### src/hw/rtl/jlnq_pkg.sv
`timescale 1ns / 1ps
`default_nettype none

package jlnq_pkg;

  // Character codes used by the scanner and the emitter.
  localparam logic [7:0] CHAR_QUOTE = 8'h22;
  localparam logic [7:0] CHAR_ZERO  = 8'h30;
  localparam logic [7:0] CHAR_NINE  = 8'h39;

  // Threshold register width and its value after reset.
  localparam int unsigned THR_W = 5;
  localparam logic [THR_W-1:0] THR_RESET = 5'd19;

  // Output plan for one input transaction, in emission order:
  // opening quote, held digits, the input byte, closing quote.
  typedef struct packed {
    logic q1;
    logic emit_c;
    logic q2;
    logic last;
  } plan_t;

  // Emitter sequencer states.
  typedef enum logic [4:0] {
    ST_IDLE = 5'b00001,
    ST_Q1   = 5'b00010,
    ST_HELD = 5'b00100,
    ST_BYTE = 5'b01000,
    ST_Q2   = 5'b10000
  } emit_state_t;

endpackage

`default_nettype wire

### src/hw/rtl/jlnq_digit_store.sv
`timescale 1ns / 1ps
`default_nettype none

module jlnq_digit_store #(
  parameter int unsigned WIDTH = 4,
  parameter int unsigned DEPTH = 18,
  parameter int unsigned IW    = 5
) (
  input  wire logic             clk,
  input  wire logic             wr_en,
  input  wire logic [IW-1:0]    wr_addr,
  input  wire logic [WIDTH-1:0] wr_data,
  input  wire logic [IW-1:0]    rd_addr,
  output logic [WIDTH-1:0]      rd_data
);

  // Held digit values; contents are only read after being written in the run.
  logic [WIDTH-1:0] digit_r [DEPTH];
  logic [WIDTH-1:0] rd_data_r;

  always_ff @(posedge clk) begin
    if (wr_en) begin
      digit_r[wr_addr] <= wr_data;
    end
  end

  // Registered read port; a read of the address written at the same edge
  // returns the new data.
  always_ff @(posedge clk) begin
    if (wr_en && (wr_addr == rd_addr)) begin
      rd_data_r <= wr_data;
    end else begin
      rd_data_r <= digit_r[rd_addr];
    end
  end

  assign rd_data = rd_data_r;

endmodule

`default_nettype wire

### src/hw/rtl/jlnq_emitter.sv
`timescale 1ns / 1ps
`default_nettype none

module jlnq_emitter
  import jlnq_pkg::*;
#(
  parameter int unsigned RW = 5,
  parameter int unsigned IW = 5
) (
  input  wire logic          clk,
  input  wire logic          rst_n,
  input  wire logic          start,
  input  wire plan_t         plan,
  input  wire logic [RW-1:0] held_cnt,
  input  wire logic [7:0]    in_byte,
  output logic               idle,
  output logic [IW-1:0]      rd_addr,
  input  wire logic [3:0]    rd_data,
  output logic               out_tvalid,
  input  wire logic          out_tready,
  output logic [7:0]         out_tdata,
  output logic               out_tlast
);

  emit_state_t   state_r, state_nxt;
  plan_t         plan_r;
  logic [RW-1:0] cnt_r;
  logic [RW-1:0] idx_r, idx_nxt;
  logic [7:0]    byte_r;
  logic          out_valid_r, out_valid_nxt;
  logic [7:0]    out_byte_r, out_byte_nxt;
  logic          out_last_r, out_last_nxt;
  logic          emit;
  logic          held_done;
  emit_state_t   after_held, after_q1, after_byte, first_st, cur_next;

  assign idle    = (state_r == ST_IDLE);
  // The store read is registered, so it is addressed with the next index.
  assign rd_addr = idx_nxt[IW-1:0];
  assign emit    = !idle && (!out_valid_r || out_tready);
  assign held_done = (idx_r == cnt_r - 1'b1);

  // Successor segments of the stored plan.
  always_comb begin
    after_byte = plan_r.q2 ? ST_Q2 : ST_IDLE;
    after_held = plan_r.emit_c ? ST_BYTE : after_byte;
    after_q1   = (cnt_r != '0) ? ST_HELD : after_held;
  end

  // First segment of a freshly started plan.
  always_comb begin
    if (plan.q1) begin
      first_st = ST_Q1;
    end else if (held_cnt != '0) begin
      first_st = ST_HELD;
    end else if (plan.emit_c) begin
      first_st = ST_BYTE;
    end else if (plan.q2) begin
      first_st = ST_Q2;
    end else begin
      first_st = ST_IDLE;
    end
  end

  // Sequencer: one output byte per cycle while the output register drains.
  always_comb begin
    cur_next      = state_r;
    out_byte_nxt  = out_byte_r;
    idx_nxt       = idx_r;
    case (state_r)
      ST_Q1: begin
        cur_next     = after_q1;
        out_byte_nxt = CHAR_QUOTE;
      end
      ST_HELD: begin
        cur_next     = held_done ? after_held : ST_HELD;
        out_byte_nxt = CHAR_ZERO | {4'h0, rd_data};
        idx_nxt      = held_done ? '0 : idx_r + 1'b1;
      end
      ST_BYTE: begin
        cur_next     = after_byte;
        out_byte_nxt = byte_r;
      end
      ST_Q2: begin
        cur_next     = ST_IDLE;
        out_byte_nxt = CHAR_QUOTE;
      end
      default: begin
        cur_next = ST_IDLE;
      end
    endcase

    state_nxt     = state_r;
    out_valid_nxt = out_valid_r && !out_tready;
    out_last_nxt  = out_last_r;
    if (idle) begin
      if (start) begin
        state_nxt = first_st;
        idx_nxt   = '0;
      end
    end else if (emit) begin
      state_nxt     = cur_next;
      out_valid_nxt = 1'b1;
      out_last_nxt  = plan_r.last && (cur_next == ST_IDLE);
    end
    if (!emit) begin
      out_byte_nxt = out_byte_r;
      out_last_nxt = out_last_r;
      if (!idle) begin
        idx_nxt = idx_r;
      end
    end
  end

  // Control registers.
  always_ff @(posedge clk) begin
    if (!rst_n) begin
      state_r     <= ST_IDLE;
      out_valid_r <= 1'b0;
      idx_r       <= '0;
    end else begin
      state_r     <= state_nxt;
      out_valid_r <= out_valid_nxt;
      idx_r       <= idx_nxt;
    end
  end

  // Plan and payload registers.
  always_ff @(posedge clk) begin
    if (idle && start) begin
      plan_r <= plan;
      cnt_r  <= held_cnt;
      byte_r <= in_byte;
    end
    out_byte_r <= out_byte_nxt;
    out_last_r <= out_last_nxt;
  end

  assign out_tvalid = out_valid_r;
  assign out_tdata  = out_byte_r;
  assign out_tlast  = out_last_r;

  // The held index stays inside the planned count.
  a_idx_range: assert property (@(posedge clk) disable iff (!rst_n)
    (state_r == ST_HELD) |-> (idx_r < cnt_r))
    else $error("held digit index beyond planned count");

  // A plan is never started while another is still being emitted.
  a_start_idle: assert property (@(posedge clk) disable iff (!rst_n)
    (start && !idle) |=> 1'b0)
    else $error("new transaction started while emitter busy");

  // A byte marked last closes its plan, so the sequencer goes idle.
  a_last_idle: assert property (@(posedge clk) disable iff (!rst_n)
    (emit && plan_r.last && (cur_next == ST_IDLE)) |=> (idle && out_tlast))
    else $error("final byte emitted without closing the plan");

endmodule

`default_nettype wire

### src/hw/rtl/json_long_number_quoter_core.sv
`timescale 1ns / 1ps
`default_nettype none

// The first output byte of a transaction passes through the sequencer state and the output register.
// A transaction emits 0 to MAX_THRESHOLD+2 output bytes, stepped out by the emitter sequencer
// through the held digit store.
// A digit held back without output leaves the core idle; in_tready is low while bytes are emitted.
// Reset (synchronous, rst_n low) clears string and run state, sets the threshold to 19,
// and leaves the digit store uncleared.
module json_long_number_quoter_core
  import jlnq_pkg::*;
#(
  parameter int unsigned MAX_THRESHOLD = 19
) (
  input  wire logic             clk,
  input  wire logic             rst_n,
  // in_tdata: [7:0] in_byte
  input  wire logic             in_tvalid,
  output logic                  in_tready,
  input  wire logic [7:0]       in_tdata,
  input  wire logic             in_tlast,
  // out_tdata: [7:0] out_byte
  output logic                  out_tvalid,
  input  wire logic             out_tready,
  output logic [7:0]            out_tdata,
  output logic                  out_tlast,
  input  wire logic             cfg_wr_en,
  input  wire logic [THR_W-1:0] cfg_wr_data
);

  localparam int unsigned RW    = $clog2(MAX_THRESHOLD + 1);
  localparam int unsigned DEPTH = MAX_THRESHOLD - 1;
  localparam int unsigned IW    = (DEPTH > 1) ? $clog2(DEPTH) : 1;

  logic [THR_W-1:0] quote_thr_r;
  logic             inside_r, inside_nxt;
  logic [RW-1:0]    rl_r, rl_nxt, rl_inc;
  logic [RW-1:0]    thr_r, thr_nxt, thr_clamp, thr_use;
  logic             accept, is_digit, idle;
  plan_t            plan;
  logic [RW-1:0]    held_cnt;
  logic             wr_en;
  logic [IW-1:0]    rd_addr;
  logic [3:0]       rd_data;

  assign in_tready = idle;
  assign accept    = in_tvalid && in_tready;
  assign is_digit  = (in_tdata >= CHAR_ZERO) && (in_tdata <= CHAR_NINE);

  // Threshold clamped into 1..MAX_THRESHOLD; it is latched when no run is open.
  always_comb begin
    if (quote_thr_r == '0) begin
      thr_clamp = RW'(1);
    end else if ({1'b0, quote_thr_r} > (THR_W + 1)'(MAX_THRESHOLD)) begin
      thr_clamp = RW'(MAX_THRESHOLD);
    end else begin
      thr_clamp = RW'(quote_thr_r);
    end
    thr_use = (rl_r == '0) ? thr_clamp : thr_r;
    thr_nxt = thr_use;
  end

  // Scanner: classify the byte and build the output plan for it.
  always_comb begin
    plan       = '0;
    held_cnt   = '0;
    wr_en      = 1'b0;
    rl_nxt     = rl_r;
    inside_nxt = inside_r;
    rl_inc     = rl_r + 1'b1;
    if (!inside_r && is_digit) begin
      if (rl_r < thr_use) begin
        rl_nxt = rl_inc;
        if (rl_inc == thr_use) begin
          plan.q1     = 1'b1;
          held_cnt    = thr_use - 1'b1;
          plan.emit_c = 1'b1;
          plan.q2     = in_tlast;
        end else begin
          wr_en = 1'b1;
          if (in_tlast) begin
            held_cnt = rl_inc;
          end
        end
      end else begin
        plan.emit_c = 1'b1;
        plan.q2     = in_tlast;
      end
    end else begin
      if (rl_r != '0) begin
        if (rl_r >= thr_use) begin
          plan.q1 = 1'b1;
        end else begin
          held_cnt = rl_r;
        end
      end
      plan.emit_c = 1'b1;
      rl_nxt      = '0;
      if (in_tdata == CHAR_QUOTE) begin
        inside_nxt = ~inside_r;
      end
    end
    plan.last = in_tlast;
    if (in_tlast) begin
      rl_nxt     = '0;
      inside_nxt = 1'b0;
    end
  end

  // Configuration and scanner state registers.
  always_ff @(posedge clk) begin
    if (!rst_n) begin
      quote_thr_r <= THR_RESET;
      inside_r    <= 1'b0;
      rl_r        <= '0;
      thr_r       <= RW'(MAX_THRESHOLD);
    end else begin
      if (cfg_wr_en) begin
        quote_thr_r <= cfg_wr_data;
      end
      if (accept) begin
        inside_r <= inside_nxt;
        rl_r     <= rl_nxt;
        thr_r    <= thr_nxt;
      end
    end
  end

  jlnq_digit_store #(
    .WIDTH (4),
    .DEPTH (DEPTH),
    .IW    (IW)
  ) u_store (
    .clk     (clk),
    .wr_en   (accept && wr_en),
    .wr_addr (rl_r[IW-1:0]),
    .wr_data (in_tdata[3:0]),
    .rd_addr (rd_addr),
    .rd_data (rd_data)
  );

  jlnq_emitter #(
    .RW (RW),
    .IW (IW)
  ) u_emit (
    .clk        (clk),
    .rst_n      (rst_n),
    .start      (accept),
    .plan       (plan),
    .held_cnt   (held_cnt),
    .in_byte    (in_tdata),
    .idle       (idle),
    .rd_addr    (rd_addr),
    .rd_data    (rd_data),
    .out_tvalid (out_tvalid),
    .out_tready (out_tready),
    .out_tdata  (out_tdata),
    .out_tlast  (out_tlast)
  );

endmodule

`default_nettype wire
### config.mk
export PLATFORM = sky130hd
export DESIGN_NAME = json_long_number_quoter_core
export DESIGN_NICKNAME = d
export VERILOG_FILES = /design/src/hw/rtl/jlnq_pkg.sv /design/src/hw/rtl/jlnq_digit_store.sv /design/src/hw/rtl/jlnq_emitter.sv /design/src/hw/rtl/json_long_number_quoter_core.sv
export SDC_FILE = /design/constraint.sdc
export NUM_CORES = 1
export LEC_CHECK = 0
export ABC_AREA = 1
export BUFFER_PORTS_ARGS = -buffer_cell sky130_fd_sc_hd__clkbuf_2
export CORE_MARGIN = 2
export CORE_UTILIZATION = 30
export DETAILED_ROUTE_END_ITERATION = 10
export HOLD_SLACK_MARGIN = 0.03
export PLACE_DENSITY = 0.47
export SLEW_MARGIN = 20
export SYNTH_ARGS = -nofsm -noshare
export SYNTH_HDL_FRONTEND = slang
export SYNTH_HIERARCHICAL = 1
export SYNTH_SLANG_ARGS = --single-unit
### constraint.sdc
create_clock -name clk -period 4.6 [get_ports clk]
set_clock_uncertainty 0.1 [all_clocks]
set_input_delay 0.46 -clock clk [delete_from_list [all_inputs] [get_ports clk]]
set_output_delay 0.46 -clock clk [all_outputs]
set_load 0.05 [all_outputs]
==> results.md, run 1 <==
- Cell variety after synth: 40
- Leak: approximately 3.3 nW
- Die W: roughly 150 um
- Largest net degree at the start of global routing: 37
- Full die area: ~0.023 mm^2
- First-pass GRT wire length: about 26 mm
- Net Sw Frac: 31.17%
- Max_cap viols: 0
- Main combinational cell family by area after synthesis: simple AND/OR/NAND/NOR gates
- Final setup fails: 0
- CTS tree: done
- Hold WS: 0.1299 ns
- Crit. End Element: register
- Seq pwr share: around 42%
- Area grow syn2layout: 14.16%
- Area after DPL: roughly 0.007 mm^2
- Final worst setup slack: about 0.77 ns
- Place WS: approximately 0.84 ns
- Comb pwr share: between 20% and 30%
- Xor/xnor cell area share of the yosys netlist: 1.191%
- Outcome: completed
- Clk pwr share: a little under two fifths
- Max Clk Rate: approximately 0.26 GHz
- Fill count: between 2,000 and 2,500
- Cts hold-fix bufs: 0
- DR pass1 iterations: 5
- Antenna diode count: 0
- Worst path cell trace: inv_1 > ha_1 > nand2_4 > nor2_8 > o21ai_0 > inv_1 > ha_1 > o21bai_1 > a21oi_2 > nand2_2 > nand3_1 > nor2_1 > nand3_1 > nor2_1
- Die height: 152.5 um
- GP Congestion: roughly 0.85
- RSZ-0062 raised after global routing: false
- Post-route cell area: 0.007555 mm^2
- Root Driver: clkbuf_16
- Most common cell after layout, fill and taps aside: nand2_1
- Max-Slew Margin vs Limit: roughly two fifths
- # H-tree levels: 4
- Power Dens Cells: approximately 440 mW/mm^2
- Power Total: between 3 and 4 mW
- Vias in the first global route: around 4,900
- Yosys warning total: 6
- Syn Area/Cell: around 8.6 um^2
- DR vias: between 4,000 and 5,000
- Clock Latency Late Sink: approximately 0.42 ns
- Final ANT Viol Nets: 0
- Async SR Flop Fraction: 0%
- Routed WL: about 16 mm
- Mapped Area: about 0.0066 mm^2
- Post-synthesis mux area share: 0%
- Clock-pin slew on the worst setup and hold paths: ~0.06 ns
- Fin crit period: between 3 and 4 ns
- Antenna violations before repair: 0
- Core area: between 0.02 and 0.025 mm^2
- Iter 0 DRT Violations: 263
- Worst hold path type: input pin to register
- Switching power: 1.033 mW
- Drt via density: roughly 4.5
- CTS buffer count: 17
- Top_reg_cell synth: edfxtp_1
- Maximum vdd drop: around 260 uV
- CP Data Arrival Time: between 3 and 4 ns
- Mapped Cells: 772
- Critical path class: register to register
- Post-synth EDFFs: 97
- PortBufs: 29
- Initial Util: a little under a third
- Syn_nets: ~800
- Final Max Slew Viols: 0
- Worst path slowest cell: dfxtp_1
- Complex-gate fraction of the synthesized area: 5.880%
- Fin. Hold Viols: 0
- Commonest non-fill, non-tap cells in the layout: 194 x nand2_1, 126 x inv_1, 98 x nand3_1
- Worst Max-Slew Pin Slew: around 0.88 ns
- Site Rows: 54
- Final HPWL DP: ~11 mm
- Internal power component: between 2 and 2.5 mW
- Layout Nets: between 800 and 900
- Share of layout cells above drive strength 1: about an eighth
- CTS Buffer Depth: 2
- CP max FO: 8
- Fin crit share: a little over four fifths
- Simple-gate area share of the yosys netlist: 27.94%
- Wirelength per Cell: ~14 um
- Clk sink count: 129
- Post-CTS Resized: 0
- Yosys reg bits: about 130
- Setup TNS: 0 ns
- Worst path required time: between 4 and 5 ns
- Sequential area share after synthesis: a little over half
- Overflow left after global routing: 0
- # IOs: 30
- Max incr delay on CP: 0.46 ns
- Setup crit start kind: register
- # DRC: 0
- Post-CTS setup buffers: 0
- Tot GR Track Use: 14.12%
- Post-synthesis adder-cell area fraction: between 1 and 1.5%
[Yosys cell counts (4+ instances only)]
master	count	share of area, %
xor2_1	9	1.2
nand3_1	98	7.4
inv_2	12	0.68
buf_4	4	0.45
nand4_1	12	1.1
nand2_1	194	11
buf_6	8	1.4
nand2_2	14	1.3
ha_1	6	1.1
o21ai_0	26	2.0
a21oi_1	23	1.7
o21ai_1	5	0.38
nor2_1	61	3.5
inv_1	126	7.1
dfxtp_1	32	9.7
edfxtp_1	97	44
nor3_1	7	0.53
[routing by layer]
| metal | up-vias | GRT usage (%) | wire, um |
|---|---|---|---|
| met5 | - | 0 | 0 |
| met4 | 0 | 4.189 | 197 |
| met3 | 18 | 2.929 | 375 |
| met2 | 72 | 24.05 | 7726 |
| met1 | 2328 | 18.18 | 7610 |
| li1 | 2579 | - | - |
[power by group through the flow]
stage	Combinational, mW	Sequential (mW)	Clock (mW)
3_5_place_dp	0.693	1.42	0
2_1_floorplan	0.478	1.46	0
4_1_cts	0.695	1.40	1.27
5_1_grt	0.780	1.41	1.32
6_report	0.684	1.40	1.24
3_3_place_gp	0.695	1.42	0
[worst max-delay path, delay by kind of cell (launching register included)]
| kind | cells | cell delay (ns) |
|---|---|---|
| AO/OA/AOI/OAI | 3 | 0.58 |
| adder cells (fa/ha/maj) | 2 | 0.64 |
| buffers and inverters | 2 | 0.29 |
| flip-flops | 1 | 0.46 |
| AND/OR/NAND/NOR | 7 | 1.43 |
[through the flow]
stage | cells | utilization (%)
floorplan | 772 | -
global placement | 1070 | 32.23
detailed placement | 1070 | 32.23
CTS | 1102 | 34.73
global route | 1102 | 34.73
finish | 1102 | 34.73
[cell type report]
class	instances	area (um^2)	area share, %
multi-input cells	486	2392	31.67
clock buffers	21	450.4	5.962
repair buffers	34	182.7	2.418
flip-flops and latches	129	3553	47.04
clock inverters	11	91.34	1.209
inverters	141	534.3	7.072
well taps	280	350.3	4.637
[worst paths after layout]
path	slack (ns)	from	end	cells past startpoint
min reg2reg	0.37	thr_r[0]	thr_r[0]	2
min	0.13	in_tdata[7]	u_emit/byte_r[7]	1
max reg2reg	0.77	rl_r[0]	u_store/digit_r[16][0]	14
max	0.77	rl_r[0]	u_store/digit_r[16][0]	14
[kinds of logic after synthesis]
| family | count (synthesis) |
|---|---|
| buf+inv | 157 |
| xor+xnor | 9 |
| fa+ha+maj | 6 |
| flops | 129 |
| compound gates | 67 |
| simple gates | 404 |
[sequential cells by signal, indices dropped and copies added, names as in the netlist, named ones only]
| register | flops |
|---|---|
| u_emit/cnt_r | 5 |
| u_emit/out_tdata | 8 |
| u_emit/out_tvalid | 1 |
| u_emit/idx_r | 5 |
| u_emit/out_tlast | 1 |
| u_emit/state_r | 5 |
| thr_r | 5 |
| u_emit/byte_r | 8 |
| u_emit/plan_r | 3 |
| inside_r | 1 |
| rl_r | 5 |
| u_store/digit_r | 72 |
| quote_thr_r | 5 |
Note: power is estimated with default switching activity, not from simulation.
==> run 2: changes to the inputs <==
--- a/config.mk
+++ b/config.mk
@@ -5,13 +5,13 @@
 export SDC_FILE = /design/constraint.sdc
 export NUM_CORES = 1
 export LEC_CHECK = 0
-export ABC_AREA = 1
+export ABC_AREA = 0
 export BUFFER_PORTS_ARGS = -buffer_cell sky130_fd_sc_hd__clkbuf_2
 export CORE_MARGIN = 2
 export CORE_UTILIZATION = 30
 export DETAILED_ROUTE_END_ITERATION = 10
 export HOLD_SLACK_MARGIN = 0.03
-export PLACE_DENSITY = 0.47
+export PLACE_DENSITY = 0.48
 export SLEW_MARGIN = 20
 export SYNTH_ARGS = -nofsm -noshare
 export SYNTH_HDL_FRONTEND = slang
==> constraint.sdc (replaced) <==
create_clock -name clk -period 3.1 [get_ports clk]
set_clock_uncertainty 0.1 [all_clocks]
set_input_delay 0.31 -clock clk [delete_from_list [all_inputs] [get_ports clk]]
set_output_delay 0.31 -clock clk [all_outputs]
set_load 0.05 [all_outputs]
==> run 2 against run 1 <==
Against the previous run: the flow now finishes with violations (negative setup slack); clock power increased by 65%; first-iteration DRC count decreased by 6.5%; sequential power increased by 48%; clock-buffer cell count decreased by 4; combinational power increased by 71%; hold slack got worse by 0.081 ns; core utilization increased by 6.4 points; global-route usage increased by 0.074 points; worst setup slack got worse by 0.97 ns; final cell count decreased by 17%; sequential cell count unchanged; maximum frequency increased by 16%; critical endpoint is now u_emit/state_r[4]; highest routed layer unchanged.
==> results.md, run 2 <==
- Clk sink count: 129 (unchanged)
- Setup crit start kind: register
- Drt via density: 4.855 (+7.1%)
- Leak: 2.980 nW (-10%)
- Worst hold path type: input pin to register
- Vias in the first global route: 4,458 (-9.2%)
- Clock Latency Late Sink: 0.42 ns (about the same)
- RSZ-0062 raised after global routing: true
- Routed WL: 15.07 mm (-5.3%)
- Syn Area/Cell: 12.38 um^2 (+44%)
- # DRC: 0 (unchanged)
- PortBufs: 29 (unchanged)
- Max reg flops: 72 (unchanged)
- Register area: 0.003563 mm^2 (+0.28%)
- Core area: 0.02036 mm^2 (-6.4%)
- Power Dens Cells: 631.0 mW/mm^2 (+44%)
- DR pass1 iterations: 4 (-1)
- GP Congestion: 0.8722 (+2.2%)
- Site Rows: 52 (-3.7%)
- Commonest non-fill, non-tap cells in the layout: 97 x edfxtp_1, 87 x buf_4, 43 x nand2_1
- Critical path class: register to register
- Worst r2r path cells: 16 (+2)
- Largest register by flop count: u_store/digit_r
- Worst path cell trace: inv_4 > ha_4 > buf_4 > or4b_4 > mux2i_4 > xor2_2 > nand3_4 > nor2_4 > buf_6 > mux2i_2 > o32ai_2 > nor4_4 > nand4_1 > a21oi_2 > a211oi_1 > nor3_1
- Async SR Flop Fraction: 0% (unchanged)
- CP Data Arrival Time: 3.53 ns (-0.28 ns)
- Layout Nets: 658 (-21%)
- Final HPWL DP: 10.98 mm (-3.7%)
- Fin crit period: 3.298 ns (-0.5321 ns)
- First-pass GRT wire length: 23.89 mm (-6.8%)
- Crit path depth: 16 (+2)
- Antenna violations before repair: 0 (unchanged)
- Finished Layout Cells: 916 (-17%)
- Area grow syn2layout: 33.87%
- Overflow left after global routing: 0 (unchanged)
- Antenna diode count: 0 (unchanged)
- CTS buffer count: 17 (unchanged)
- # IOs: 30 (unchanged)
- Clock-pin slew on the worst setup and hold paths: 0.06 ns (about the same)
- Flop2flop setup slack: -0.20 ns (-0.97 ns)
- Hold Path Origin: in_tdata[4]
- Die height: 148.3 um (-2.7%)
- Final worst setup slack: -0.1981 ns (-0.9679 ns)
- Final Max Slew Viols: 0 (unchanged)
- Die W: 148.3 um (-2.7%)
- Reg2reg end: u_emit/state_r[4]
- Crit. End Element: register
- Area leader, netlist: edfxtp_1
- Largest net degree at the start of global routing: 25 (-32%)
- Post-synth top cells: 97 x edfxtp_1, 47 x nand2_1, 39 x nor2_1
- Maximum vdd drop: 367.6 uV (+41%)
- Share of the synthesized area in the top cell type: 46.61% (+2.6 points)
- CTS Buffer Depth: 2 (unchanged)
- Top post-synthesis cells by area: edfxtp_1 47%, dfxtp_1 10%, mux2i_1 3.7%
- Most common cell after layout, fill and taps aside: edfxtp_1
- Setup TNS: -6.863 ns (-6.863 ns)
- Yosys warning total: 6 (unchanged)
- Top_reg_cell synth: edfxtp_1
- Sequential area share after synthesis: 56.86% (+3.2 points)
- Tot GR Track Use: 14.19% (+0.074 points)
- Max_cap viols: 0 (unchanged)
- # H-tree levels: 4 (unchanged)
- Hold Path End: u_emit/byte_r[4]
- Final setup fails: 64 (+64)
- Initial Util: 30.69% (+0.27 points)
- Root Driver: clkbuf_16
- Full die area: 0.02200 mm^2 (-5.4%)
- Iter 0 DRT Violations: 246 (-6.5%)
- Mapped Cells: 505 (-35%)
- Worst R2R Start: rl_r[1]
- Fin crit share: 106.4% (+23 points)
- Worst path required time: 3.33 ns (-1.25 ns)
- Fin. Hold Viols: 0 (unchanged)
- Mapped Area: 0.006250 mm^2 (-5.6%)
- Top-count cell post-synth: edfxtp_1
- Final ANT Viol Nets: 0 (unchanged)
- Top Family by Delay on Critical Path: simple AND/OR/NAND/NOR gates
- Max Clk Rate: 0.3032 GHz (+16%)
- Core Util, Final: 41.09% (+6.4 points)
- WP buf/inv: 3 (+1)
- DR vias: 4,447 (-11%)
- Cell Count Post-Placement: 865 (-19%)
- Worst path slowest cell: or4b_4
- Fill count: 1,897 (-17%)
- Failing checks: negative setup slack
- Area of the multi-input gates: 0.002838 mm^2 (+19%)
- Outcome: finished, violations left
- Post-synth EDFFs: 97 (unchanged)
- Wirelength per Cell: 16.45 um (+14%)
- CTS tree: done
- Hold Path Stages: 1 (unchanged)
- Share of layout cells above drive strength 1: 36.22% (+23 points)
- Yosys reg bits: 129 (unchanged)
- CP max FO: 5 (-3)
- Max-Slew Margin vs Limit: 49.32% (+7.9 points)
- Hold WS: 0.04841 ns (-0.08144 ns)
- Syn_nets: 530 (-34%)
- Worst Max-Slew Pin Slew: 0.7497 ns (-0.1293 ns)
- Cell variety after synth: 78 (+95%)
- Max incr delay on CP: 0.51 ns (+0.05 ns)
[run 2: changes by cell type after synthesis, moves of 7 or more]
| cell | delta |
|---|---|
| a21oi_1 | -7 |
| and2_1 | +8 |
| inv_1 | -108 |
| inv_2 | -12 |
| mux2i_1 | +23 |
| nand2_1 | -147 |
| nand2_2 | -14 |
| nand3_1 | -85 |
| nor2_1 | -22 |
| nor2b_1 | +9 |
| nor3_1 | +9 |
| o21ai_0 | -12 |
| xnor2_1 | +8 |
[run 2: repair_timing]
action / CTS / global route
setup endpoints to repair: 68 / 73
hold buffers: 8 / 0
hold endpoints to repair: 8 / 0
resized for setup: 36 / 10
pin swaps: 19 / 6
setup buffers: 9 / 2
cloned: 0 / 0
[run 2: routing by layer]
metal | vias to the layer above | GRT usage, % | part of all wire [%]
met2 | 96 | 23.91 | 49
met4 | 0 | 4.190 | 1.1
met5 | - | 0 | 0
met1 | 2150 | 18.41 | 46
met3 | 12 | 3.098 | 3.9
li1 | 2189 | - | -
[run 2: logic make-up after synthesis]
family                     Yosys count  share of synthesized area (%)
AOI/OAI and AO/OA                   90                          10.33
and+or+nand+nor                    178                          15.08
buffers and inverters               39                          3.383
xor gates and xnor gates            18                          2.643
muxes                               44                          10.35
DFF                                129                          56.86
adders and majority gates            7                          1.361
[run 2: worst max-delay path by stage]
| stage | from | to |
|---|---|---|
| finish | rl_r[1] | u_emit/state_r[4] |
| global route | rl_r[1] | u_emit/state_r[4] |
| CTS | rl_r[1] | u_emit/state_r[0] |
| detailed placement | rl_r[1] | u_store/digit_r[6][1] |
| global placement | rl_r[1] | u_store/digit_r[14][0] |
| floorplan | rl_r[0] | u_store/digit_r[2][0] |
[run 2: worst reg2reg max path, cell delays in order (launching register included)]
cell      delay (ns)
dfxtp_4         0.35
inv_4           0.06
ha_4            0.13
buf_4           0.10
or4b_4          0.51
mux2i_4         0.23
xor2_2          0.23
nand3_4         0.11
nor2_4          0.12
buf_6           0.14
mux2i_2         0.22
o32ai_2         0.14
nor4_4          0.25
nand4_1         0.14
a21oi_2         0.17
a211oi_1        0.06
nor3_1          0.18
[run 2: power breakdown]
| group | switching, mW | internal, mW |
|---|---|---|
| clock | 0.764 | 1.27 |
| combinational | 0.728 | 0.440 |
| sequential | 0.0746 | 2.00 |
[run 2: cell type report]
type / count / area share, %
well taps: 270 / 4.038
repair buffers: 129 / 11.28
flip-flops and latches: 129 / 42.59
inverters: 19 / 0.9122
clock buffers: 17 / 5.084
clock inverters: 15 / 2.183
multi-input cells: 337 / 33.92
[run 2: stage by stage]
step	power (mW)	area (um^2)	setup slack, ns
6_report	5.280	8367	-0.1981
5_1_grt	5.522	8367	-0.3900
4_1_cts	5.332	8292	-0.1850
3_5_place_dp	3.246	7358	-0.3418
3_3_place_gp	3.234	7358	-0.2962
2_1_floorplan	2.910	6407	-0.2916
